[src/rtl/sfp_pkg.sv]
// ----------------------------------------------------------------------------
// sfp_pkg
// Shared types and constants of the AA/55 framed target packet parser.
// ----------------------------------------------------------------------------
package sfp_pkg;

  localparam int COUNTER_WIDTH = 32;
  localparam int NUM_CNT       = 7;

  typedef logic [COUNTER_WIDTH-1:0] cnt_t;

  // item commands (in_tuser)
  localparam logic [1:0] CMD_BYTE = 2'd0;
  localparam logic [1:0] CMD_TICK = 2'd1;
  localparam logic [1:0] CMD_READ = 2'd2;

  // configuration register indexes
  localparam logic [1:0] CFG_IMAGE_WIDTH = 2'd0;
  localparam logic [1:0] CFG_USABLE_TO   = 2'd1;
  localparam logic [1:0] CFG_LINK_TO     = 2'd2;

  // frame status codes
  localparam logic [2:0] STS_NONE   = 3'd0;
  localparam logic [2:0] STS_SUMERR = 3'd1;
  localparam logic [2:0] STS_REPEAT = 3'd2;
  localparam logic [2:0] STS_NOTGT  = 3'd3;
  localparam logic [2:0] STS_RANGE  = 3'd4;
  localparam logic [2:0] STS_VALID  = 3'd5;

  // event counter indexes
  localparam logic [2:0] CNT_GOOD   = 3'd0;
  localparam logic [2:0] CNT_VALID  = 3'd1;
  localparam logic [2:0] CNT_SUMERR = 3'd2;
  localparam logic [2:0] CNT_REPEAT = 3'd3;
  localparam logic [2:0] CNT_LOST   = 3'd4;
  localparam logic [2:0] CNT_BREAK  = 3'd5;
  localparam logic [2:0] CNT_RANGE  = 3'd6;

  localparam logic [7:0] SYNC_0      = 8'hAA;
  localparam logic [7:0] SYNC_1      = 8'h55;
  localparam logic [7:0] FLAG_TARGET = 8'h01;
  localparam logic [7:0] SEQ_HALF    = 8'd128;

  // result beat layout in out_tdata
  localparam int OUT_TDATA_W = 80;
  localparam int OFS_STATUS  = 0;
  localparam int OFS_VALID   = 19;
  localparam int OFS_USABLE  = 44;

  // completed frame as seen by the parser
  typedef struct packed {
    logic       done;
    logic       sum_ok;
    logic       drop;
    logic [7:0] flags;
    logic [7:0] seq;
    logic [15:0] x;
    logic [7:0] width;
  } frame_t;

  // evaluation result, values after the current beat
  typedef struct packed {
    logic [2:0]  status;
    logic        good_now;
    logic        valid_now;
    logic        good_nz;
    logic [15:0] x;
    logic        valid;
    logic [7:0]  flags;
    logic [7:0]  width;
    logic [7:0]  seq;
  } eval_t;

endpackage

[src/rtl/sfp_byte_parser.sv]
// ----------------------------------------------------------------------------
// sfp_byte_parser
// Sync hunt (AA, 55), byte collection and running 8-bit sum.
// ----------------------------------------------------------------------------
module sfp_byte_parser (
  input  logic            clk,
  input  logic            rst_n,
  input  logic            byte_en,
  input  logic [7:0]      byte_in,
  output sfp_pkg::frame_t frame
);

  localparam logic [1:0] ST_WAIT_AA = 2'd0;
  localparam logic [1:0] ST_WAIT_55 = 2'd1;
  localparam logic [1:0] ST_COLLECT = 2'd2;

  logic [1:0] state_r, state_nxt;
  logic [2:0] idx_r, idx_nxt;
  logic [7:0] sum_r, sum_nxt;
  logic [7:0] bytes_r [0:4];   // frame bytes 2..6
  logic [2:0] wr_sel;
  logic       wr_en;
  logic       done;
  logic       drop;

  assign wr_sel = idx_r - 3'd2;
  assign wr_en  = byte_en && (state_r == ST_COLLECT) && (idx_r >= 3'd2) && (idx_r <= 3'd6);

  always_comb begin
    state_nxt = state_r;
    idx_nxt   = idx_r;
    sum_nxt   = sum_r;
    done      = 1'b0;
    drop      = 1'b0;
    case (state_r)
      ST_WAIT_AA: begin
        if (byte_in == sfp_pkg::SYNC_0) begin
          sum_nxt   = byte_in;
          state_nxt = ST_WAIT_55;
        end
      end
      ST_WAIT_55: begin
        if (byte_in == sfp_pkg::SYNC_1) begin
          sum_nxt   = sum_r + byte_in;
          idx_nxt   = 3'd2;
          state_nxt = ST_COLLECT;
        end else if (byte_in != sfp_pkg::SYNC_0) begin
          state_nxt = ST_WAIT_AA;
        end
      end
      ST_COLLECT: begin
        if (idx_r == 3'd7) begin
          done      = 1'b1;
          state_nxt = ST_WAIT_AA;
          idx_nxt   = 3'd0;
        end else begin
          sum_nxt = sum_r + byte_in;
          idx_nxt = idx_r + 3'd1;
        end
      end
      default: begin
        state_nxt = ST_WAIT_AA;
        idx_nxt   = 3'd0;
        drop      = 1'b1;
      end
    endcase
  end

  always_ff @(posedge clk) begin
    if (!rst_n) begin
      state_r <= ST_WAIT_AA;
      idx_r   <= 3'd0;
      sum_r   <= 8'd0;
    end else if (byte_en) begin
      state_r <= state_nxt;
      idx_r   <= idx_nxt;
      sum_r   <= sum_nxt;
    end
  end

  always_ff @(posedge clk) begin
    if (wr_en) begin
      bytes_r[wr_sel] <= byte_in;
    end
  end

  // last byte is the checksum, compared against the sum of bytes 0..6
  always_comb begin
    frame.done   = byte_en && done;
    frame.drop   = byte_en && drop;
    frame.sum_ok = (sum_r == byte_in);
    frame.flags  = bytes_r[0];
    frame.seq    = bytes_r[1];
    frame.x      = {bytes_r[3], bytes_r[2]};
    frame.width  = bytes_r[4];
  end

endmodule

[src/rtl/sfp_frame_eval.sv]
// ----------------------------------------------------------------------------
// sfp_frame_eval
// Frame checks, sequence tracking, stored target values and event counters.
// ----------------------------------------------------------------------------
module sfp_frame_eval (
  input  logic            clk,
  input  logic            rst_n,
  input  logic            item_en,
  input  sfp_pkg::frame_t frame,
  input  logic            rd_en,
  input  logic [7:0]      rd_idx,
  input  logic [15:0]     image_width,
  input  logic [31:0]     ms_time,
  output sfp_pkg::eval_t  ev,
  output logic [31:0]     last_good_time,
  output logic [31:0]     last_valid_time,
  output logic [31:0]     cnt_value
);

  logic        have_seq_r, have_seq_nxt;
  logic [7:0]  last_seq_r, last_seq_nxt;
  logic [15:0] x_r, x_nxt;
  logic        valid_r, valid_nxt;
  logic [7:0]  flags_r, flags_nxt;
  logic [7:0]  width_r, width_nxt;
  logic [31:0] lgt_r, lgt_nxt;
  logic [31:0] lvt_r, lvt_nxt;
  sfp_pkg::cnt_t cnt_r   [sfp_pkg::NUM_CNT];
  sfp_pkg::cnt_t cnt_nxt [sfp_pkg::NUM_CNT];
  sfp_pkg::cnt_t cnt_inc [sfp_pkg::NUM_CNT];
  logic [7:0]  delta;
  logic [2:0]  status;
  logic        good_now;
  logic        valid_now;

  assign delta = frame.seq - last_seq_r;

  always_comb begin
    have_seq_nxt = have_seq_r;
    last_seq_nxt = last_seq_r;
    x_nxt        = x_r;
    valid_nxt    = valid_r;
    flags_nxt    = flags_r;
    width_nxt    = width_r;
    lgt_nxt      = lgt_r;
    lvt_nxt      = lvt_r;
    status       = sfp_pkg::STS_NONE;
    good_now     = 1'b0;
    valid_now    = 1'b0;
    for (int i = 0; i < sfp_pkg::NUM_CNT; i++) begin
      cnt_inc[i] = '0;
    end

    if (frame.drop) begin
      have_seq_nxt = 1'b0;
    end

    if (frame.done) begin
      if (!frame.sum_ok) begin
        status                      = sfp_pkg::STS_SUMERR;
        cnt_inc[sfp_pkg::CNT_SUMERR] = sfp_pkg::cnt_t'(1);
      end else begin
        good_now                   = 1'b1;
        lgt_nxt                    = ms_time;
        cnt_inc[sfp_pkg::CNT_GOOD] = sfp_pkg::cnt_t'(1);
        if (have_seq_r && (delta == 8'd0)) begin
          // repeated frame: counted as good, stored values untouched
          status                       = sfp_pkg::STS_REPEAT;
          cnt_inc[sfp_pkg::CNT_REPEAT] = sfp_pkg::cnt_t'(1);
        end else begin
          if (have_seq_r && (delta != 8'd1)) begin
            if (delta < sfp_pkg::SEQ_HALF) begin
              cnt_inc[sfp_pkg::CNT_LOST] = sfp_pkg::cnt_t'(delta - 8'd1);
            end else begin
              cnt_inc[sfp_pkg::CNT_BREAK] = sfp_pkg::cnt_t'(1);
            end
          end
          last_seq_nxt = frame.seq;
          have_seq_nxt = 1'b1;
          flags_nxt    = frame.flags;
          width_nxt    = frame.width;
          if ((frame.flags & sfp_pkg::FLAG_TARGET) == 8'd0) begin
            valid_nxt = 1'b0;
            status    = sfp_pkg::STS_NOTGT;
          end else if (frame.x >= image_width) begin
            valid_nxt                   = 1'b0;
            status                      = sfp_pkg::STS_RANGE;
            cnt_inc[sfp_pkg::CNT_RANGE] = sfp_pkg::cnt_t'(1);
          end else begin
            x_nxt                       = frame.x;
            valid_nxt                   = 1'b1;
            valid_now                   = 1'b1;
            lvt_nxt                     = ms_time;
            status                      = sfp_pkg::STS_VALID;
            cnt_inc[sfp_pkg::CNT_VALID] = sfp_pkg::cnt_t'(1);
          end
        end
      end
    end

    for (int i = 0; i < sfp_pkg::NUM_CNT; i++) begin
      cnt_nxt[i] = cnt_r[i] + cnt_inc[i];
    end
  end

  always_ff @(posedge clk) begin
    if (!rst_n) begin
      have_seq_r <= 1'b0;
      last_seq_r <= 8'd0;
      x_r        <= 16'd0;
      valid_r    <= 1'b0;
      flags_r    <= 8'd0;
      width_r    <= 8'd0;
      lgt_r      <= 32'd0;
      lvt_r      <= 32'd0;
      for (int i = 0; i < sfp_pkg::NUM_CNT; i++) begin
        cnt_r[i] <= '0;
      end
    end else if (item_en) begin
      have_seq_r <= have_seq_nxt;
      last_seq_r <= last_seq_nxt;
      x_r        <= x_nxt;
      valid_r    <= valid_nxt;
      flags_r    <= flags_nxt;
      width_r    <= width_nxt;
      lgt_r      <= lgt_nxt;
      lvt_r      <= lvt_nxt;
      for (int i = 0; i < sfp_pkg::NUM_CNT; i++) begin
        cnt_r[i] <= cnt_nxt[i];
      end
    end
  end

  always_comb begin
    ev.status    = status;
    ev.good_now  = good_now;
    ev.valid_now = valid_now;
    ev.good_nz   = (cnt_nxt[sfp_pkg::CNT_GOOD] != '0);
    ev.x         = x_nxt;
    ev.valid     = valid_nxt;
    ev.flags     = flags_nxt;
    ev.width     = width_nxt;
    ev.seq       = last_seq_nxt;
  end

  assign last_good_time  = lgt_r;
  assign last_valid_time = lvt_r;

  // a read beat never carries a frame, so the current counts are the answer
  always_comb begin
    cnt_value = 32'd0;
    if (rd_en && (rd_idx < 8'(sfp_pkg::NUM_CNT))) begin
      cnt_value = 32'(cnt_r[rd_idx[2:0]]);
    end
  end

endmodule

[src/rtl/sync_framed_target_packet_parser.sv]
// ----------------------------------------------------------------------------
// sync_framed_target_packet_parser
// AA/55 framed target packet parser with 8-bit sum checksum and timeouts.
// ----------------------------------------------------------------------------
// Each input beat is a received byte, a one-millisecond tick or a counter
// read (command in in_tuser), and each yields exactly one result beat in the
// cycle after acceptance. The byte parser, frame checks, counters and timeout
// compares all settle between the input port and the result register, so a
// beat is accepted every cycle while the result register is empty or being
// drained. out_tlast marks the byte that completed an 8-byte frame; out_tdata
// then carries its status. Config writes are taken in any cycle and should
// only be issued while the block is idle.
module sync_framed_target_packet_parser (
  input  logic        clk,
  input  logic        rst_n,
  // input stream
  input  logic        in_tvalid,
  output logic        in_tready,
  input  logic [7:0]  in_tdata,   // [7:0] data
  input  logic [1:0]  in_tuser,   // [1:0] command
  // result stream
  output logic        out_tvalid,
  input  logic        out_tready,
  output logic [79:0] out_tdata,  // [2:0] frame_status, [18:3] target_x,
                                  // [19] target_valid, [27:20] frame_flags,
                                  // [35:28] target_width, [43:36] sequence_res,
                                  // [44] usable, [45] link_alive,
                                  // [77:46] counter_value, [79:78] zero
  output logic        out_tlast,  // frame_done
  // configuration
  input  logic        cfg_valid,
  output logic        cfg_ready,
  input  logic [1:0]  cfg_index,
  input  logic [31:0] cfg_data
);

  logic        accept;
  logic [1:0]  cmd;
  logic [7:0]  data;
  logic [15:0] image_width_r;
  logic [31:0] usable_to_r;
  logic [31:0] link_to_r;
  logic [31:0] ms_time_r, ms_time_nxt;
  logic [31:0] last_good_time;
  logic [31:0] last_valid_time;
  logic [31:0] cnt_value;
  logic        usable;
  logic        alive;
  logic        out_valid_r;
  logic        out_last_r;
  logic [79:0] out_data_r;

  sfp_pkg::frame_t frame;
  sfp_pkg::eval_t  ev;

  assign cmd       = in_tuser;
  assign data      = in_tdata;
  assign in_tready = !out_valid_r || out_tready;
  assign accept    = in_tvalid && in_tready;
  assign cfg_ready = 1'b1;

  sfp_byte_parser u_parser (
    .clk     (clk),
    .rst_n   (rst_n),
    .byte_en (accept && (cmd == sfp_pkg::CMD_BYTE)),
    .byte_in (data),
    .frame   (frame)
  );

  sfp_frame_eval u_eval (
    .clk             (clk),
    .rst_n           (rst_n),
    .item_en         (accept),
    .frame           (frame),
    .rd_en           (cmd == sfp_pkg::CMD_READ),
    .rd_idx          (data),
    .image_width     (image_width_r),
    .ms_time         (ms_time_r),
    .ev              (ev),
    .last_good_time  (last_good_time),
    .last_valid_time (last_valid_time),
    .cnt_value       (cnt_value)
  );

  assign ms_time_nxt = (cmd == sfp_pkg::CMD_TICK) ? ms_time_r + 32'd1 : ms_time_r;

  // a frame stamped on this beat has age zero
  assign usable = ev.valid &&
                  (ev.valid_now ? (usable_to_r != 32'd0)
                                : ((ms_time_nxt - last_valid_time) < usable_to_r));
  assign alive  = ev.good_nz &&
                  (ev.good_now ? (link_to_r != 32'd0)
                               : ((ms_time_nxt - last_good_time) < link_to_r));

  always_ff @(posedge clk) begin
    if (!rst_n) begin
      image_width_r <= 16'd320;
      usable_to_r   <= 32'd200;
      link_to_r     <= 32'd500;
    end else if (cfg_valid && cfg_ready) begin
      case (cfg_index)
        sfp_pkg::CFG_IMAGE_WIDTH: image_width_r <= cfg_data[15:0];
        sfp_pkg::CFG_USABLE_TO:   usable_to_r   <= cfg_data;
        sfp_pkg::CFG_LINK_TO:     link_to_r     <= cfg_data;
        default: ;
      endcase
    end
  end

  always_ff @(posedge clk) begin
    if (!rst_n) begin
      ms_time_r   <= 32'd0;
      out_valid_r <= 1'b0;
    end else begin
      if (accept) begin
        ms_time_r <= ms_time_nxt;
      end
      if (accept) begin
        out_valid_r <= 1'b1;
      end else if (out_tready) begin
        out_valid_r <= 1'b0;
      end
    end
  end

  always_ff @(posedge clk) begin
    if (accept) begin
      out_last_r <= frame.done;
      out_data_r <= {2'b00, cnt_value, alive, usable, ev.seq, ev.width, ev.flags,
                     ev.valid, ev.x, ev.status};
    end
  end

  assign out_tvalid = out_valid_r;
  assign out_tlast  = out_last_r;
  assign out_tdata  = out_data_r;

endmodule

[config.mk]
export PLATFORM = sky130hd
export DESIGN_NAME = sync_framed_target_packet_parser
export DESIGN_NICKNAME = d
export VERILOG_FILES = /design/src/rtl/sfp_pkg.sv /design/src/rtl/sfp_byte_parser.sv /design/src/rtl/sfp_frame_eval.sv /design/src/rtl/sync_framed_target_packet_parser.sv
export SDC_FILE = /design/constraint.sdc
export NUM_CORES = 1
export LEC_CHECK = 0
export ABC_AREA = 1
export BUFFER_PORTS_ARGS = -buffer_cell sky130_fd_sc_hd__buf_4
export CORE_ASPECT_RATIO = 0.7
export CORE_MARGIN = 3
export CORE_UTILIZATION = 55
export CTS_CLUSTER_SIZE = 40
export DETAILED_ROUTE_END_ITERATION = 7
export HOLD_SLACK_MARGIN = 0.15
export PLACE_DENSITY = 0.84
export SLEW_MARGIN = 30
export SYNTH_ARGS = -nofsm -noshare
export SYNTH_HDL_FRONTEND = slang
export SYNTH_HIERARCHICAL = 1
export SYNTH_SLANG_ARGS = --single-unit
[constraint.sdc]
create_clock -name clk -period 10.6 [get_ports clk]
set_clock_uncertainty 0.2 [all_clocks]
set_input_delay 1.06 -clock clk [delete_from_list [all_inputs] [get_ports clk]]
set_output_delay 1.06 -clock clk [all_outputs]
set_load 0.01 [all_outputs]
==> flow_metrics.env <==
export IMPL_crit_path_end_kind="flip-flop"
export IMPL_hold_path_class="flip-flop to flip-flop"
export IMPL_yosys_top_cells_area="edfxtp_1, dfxtp_1, nand2_1"
export IMPL_cell_area_power_density_nw_per_um2=144
export IMPL_layout_area_overhead_vs_synth_pct=9.72
export IMPL_drtPass1Iterations=8
export IMPL_outcome="completed"
export IMPL_reg2reg_depth=23
export IMPL_syn_instance_count=5155
export IMPL_route_detailed_vias_per_inst=5.79
export IMPL_synth_avg_cell_area_um2=7.29
export IMPL_setup_viol=0
export IMPL_synth_top_area_cell="edfxtp_1"
export IMPL_multi_input_area_um2=19100
export IMPL_dominant_combinational_cell_family_by_area_after_synthesis="simple AND/OR/NAND/NOR gates"
export IMPL_die_w_um=318
export IMPL_fillers=5932
export IMPL_clkPwrFrac_pct=35.7
export IMPL_final_period_minus_worst_setup_slack_ns=6.26
export IMPL_gpl_wtd_cong=1.01
export IMPL_globalRouteTotalUtil_pct=31.3
export IMPL_synthSimpleGateAreaFrac_pct=27.2
export IMPL_grt_pass1_vias=31700
export IMPL_worst_hold_slack_ns=0.257
export IMPL_ys_ff_latch=575
export IMPL_timing_max_transition_violations_final=0
export IMPL_finalWirelength_um=116000
export IMPL_placed_cells_incl_taps=6067
export IMPL_cts_resized_gates=0
export IMPL_synth_warnings=6
export IMPL_ctsHoldBuffers=0
export IMPL_vdd_ir_max_v=0.000129
export IMPL_mostFrequentLayoutCells="nand2_1, inv_1, nor2_1"
export IMPL_layout_drive_gt1_share_pct=6.97
export IMPL_die_h_um=225
export IMPL_boundaryPins=133
export IMPL_asyncSetResetFlopFracSynth_pct=0
export IMPL_syn_cell_area_um2=37600
export IMPL_whs_path_depth=2
export IMPL_netSwitchingPower_uw=1900
export IMPL_clock_tree_from_tritoncts="built"
export IMPL_effective_utilization_at_floorplan_pct=56.1
export IMPL_peak_fanout_along_the_critical_path=65
export IMPL_antenna_found_initial=1
export IMPL_count_of_vias_placed_by_the_detailed_router=35800
export IMPL_finalPower_uw=5930
export IMPL_worst_slew_margin_rel_pct=33.7
export IMPL_layout_cells_most_common="nand2_1"
export IMPL_post_synthesis_share_of_cell_area_spent_on_full_adders_half_adders_and_majority_gates_pct=7.16
export IMPL_sequential_cell_area_um2=14900
export IMPL_power_combinational_fraction_pct=20.6
export IMPL_post_route_drc_count=0
export IMPL_antenna_cells_inserted=0
export IMPL_seq_power_share_pct=43.7
export IMPL_final_instance_count_excl_fill=6174
export IMPL_arrival_ns=6.49
export IMPL_sw_frac_of_total_pct=32.1
export IMPL_grt_first_pass_wirelength_um=179000
export IMPL_total_cts_buffers=57
export IMPL_setup_total_negative_slack_ns=0
export IMPL_dpl_hpwl_um=86500
export IMPL_nets=5496
export IMPL_postLayoutCoreUtil_pct=61.5
export IMPL_power_report_internal_total_uw=4030
export IMPL_clock_sinks=575
export IMPL_yosys_cell_types_count=60
export IMPL_cts_htree_levels=2
export IMPL_dr_first_iter_drc_count=5169
export IMPL_numPortBuffers=129
export IMPL_die_area_um2=71600
export IMPL_synth_flop_cell="edfxtp_1"
export IMPL_grt_setup_unrepaired="no"
export IMPL_routedWlPerCell_um=18.7
export IMPL_critPathLaunchType="primary input"
export IMPL_seq_area_frac_synth_pct=39.8
export IMPL_synth_mux_area_share_pct=0
export IMPL_synth_compound_gate_area_share_pct=13.5
export IMPL_setup_worst_path_class="primary input to flip-flop"
export IMPL_p_leak_uw=0.0181
export IMPL_cts_repair_timing_setup_buffer_count=0
export IMPL_area_share_of_the_largest_cell_type_after_synthesis_pct=27.4
export IMPL_grt_max_degree=154
export IMPL_maxClockFrequency_mhz=160
export IMPL_clockBufferDepth=3
export IMPL_share_of_the_synthesized_netlist_area_taken_by_xor_and_xnor_gates_pct=2.70
export IMPL_clock_insertion_delay_worst_skew_ns=0.67
export IMPL_cp_data_required_time_ns=10.82
export IMPL_clockRootBuffer="clkbuf_16"
export IMPL_number_of_core_rows=79
export IMPL_hold_violation_count_in_the_final_report=0
export IMPL_cts_reportedPaths_clkPinSlew_ns=0.07
export IMPL_number_of_enable_type_register_cells_in_the_synthesized_netlist=343
export IMPL_cap_viol_max_count=0
export IMPL_tightest_slew_ns=0.995
export IMPL_fin_crit_sh_pct=59.1
export IMPL_route_antenna_remaining_nets=0
export IMPL_design_core_area_um2=67000
export IMPL_grt_overflow_total=0
[worst paths after layout]
path,start,end,slack (ns)
min reg2reg,u_eval/flags_r[6],u_eval/flags_r[6],0.26
max reg2reg,u_parser/bytes_r[1][0],u_eval/cnt_r[1][24],4.74
max,in_tdata[2],u_eval/cnt_r[5][30],4.34
min,u_eval/flags_r[6],u_eval/flags_r[6],0.26
[power by group through the flow]
stage	Clock (µW)	Sequential, µW	Combinational [µW]
CTS	2150	2590	1160
global placement	0	2630	1130
detailed placement	0	2630	1160
floorplan	0	2610	797
global route	2230	2600	1340
finish	2120	2590	1220
[logic make-up after synthesis]
| logic type | after synthesis |
|---|---|
| simple gates | 2370 |
| compound gates | 943 |
| other cells | 3 |
| flops | 575 |
| fa+ha+maj | 212 |
| xor+xnor | 114 |
| buf+inv | 938 |
[routing by layer]
layer	track usage, %	wire [µm]
met5	0	0
met4	6.81	2380
met1	49.4	52700
met2	42.3	44900
met3	8.04	15700
[synth_stat cells, types with 15 or more instances]
cell type,instances
buf_1,15
nand2_2,35
a211oi_1,24
xor2_1,86
inv_1,769
and2_1,16
nor3b_1,23
nand4_1,83
dfxtp_1,232
xnor2_1,26
nor2_1,573
o21ai_0,299
a21oi_1,482
clkbuf_1,114
nor4_1,24
nor3_1,114
ha_1,207
nand3_1,225
o21ai_1,20
o211ai_1,37
edfxtp_1,343
nand2_1,1199
o21a_1,37
[sequential cells by signal, summed over array words and instances, names as in the netlist, 2 cells and up]
name	cells
u_eval/flags_r	8
u_eval/width_r	8
u_parser/state_r	2
u_parser/idx_r	3
u_eval/last_good_time	32
u_eval/last_valid_time	32
image_width_r	16
u_parser/sum_r	8
out_tdata	78
u_eval/x_r	16
usable_to_r	32
u_eval/last_seq_r	8
link_to_r	32
ms_time_r	32
u_eval/cnt_r	224
u_parser/bytes_r	40
[critical path, cell delays in order]
cell      delay, ns
buf_4          0.53
ha_1           0.40
nor4_1         0.28
nand2_1        0.07
nor4_1         0.52
nand2_1        0.25
clkinv_1       0.41
buf_4          0.37
nand2_4        0.25
nor3_1         0.24
ha_1           0.24
ha_1           0.19
nand2_1        0.08
nor2_2         0.17
nand2_1        0.16
nor3_1         0.33
nand2_1        0.13
nor2_1         0.23
nand2_1        0.12
nor2_1         0.14
a21oi_1        0.08
o21a_1         0.15
[metrics by stage]
step                      instance area, µm²  setup slack, ns
after detailed placement               39300             3.78
after global routing                   41200             3.94
after global placement                 39300             3.93
final                                  41200             4.34
after CTS                              41200             4.48
after floorplan                        37700             2.10
[cell type report]
| class | instances | area share (%) |
|---|---|---|
| Clock buffer | 71 | 3.79 |
| Clock inverter | 36 | 0.907 |
| Inverter | 787 | 7.20 |
| Multi-Input combinational cell | 3665 | 46.4 |
| Sequential cell | 575 | 36.2 |
| Tap cell | 891 | 2.70 |
| Timing Repair Buffer | 149 | 2.73 |
(Power assumes the default switching activity.)
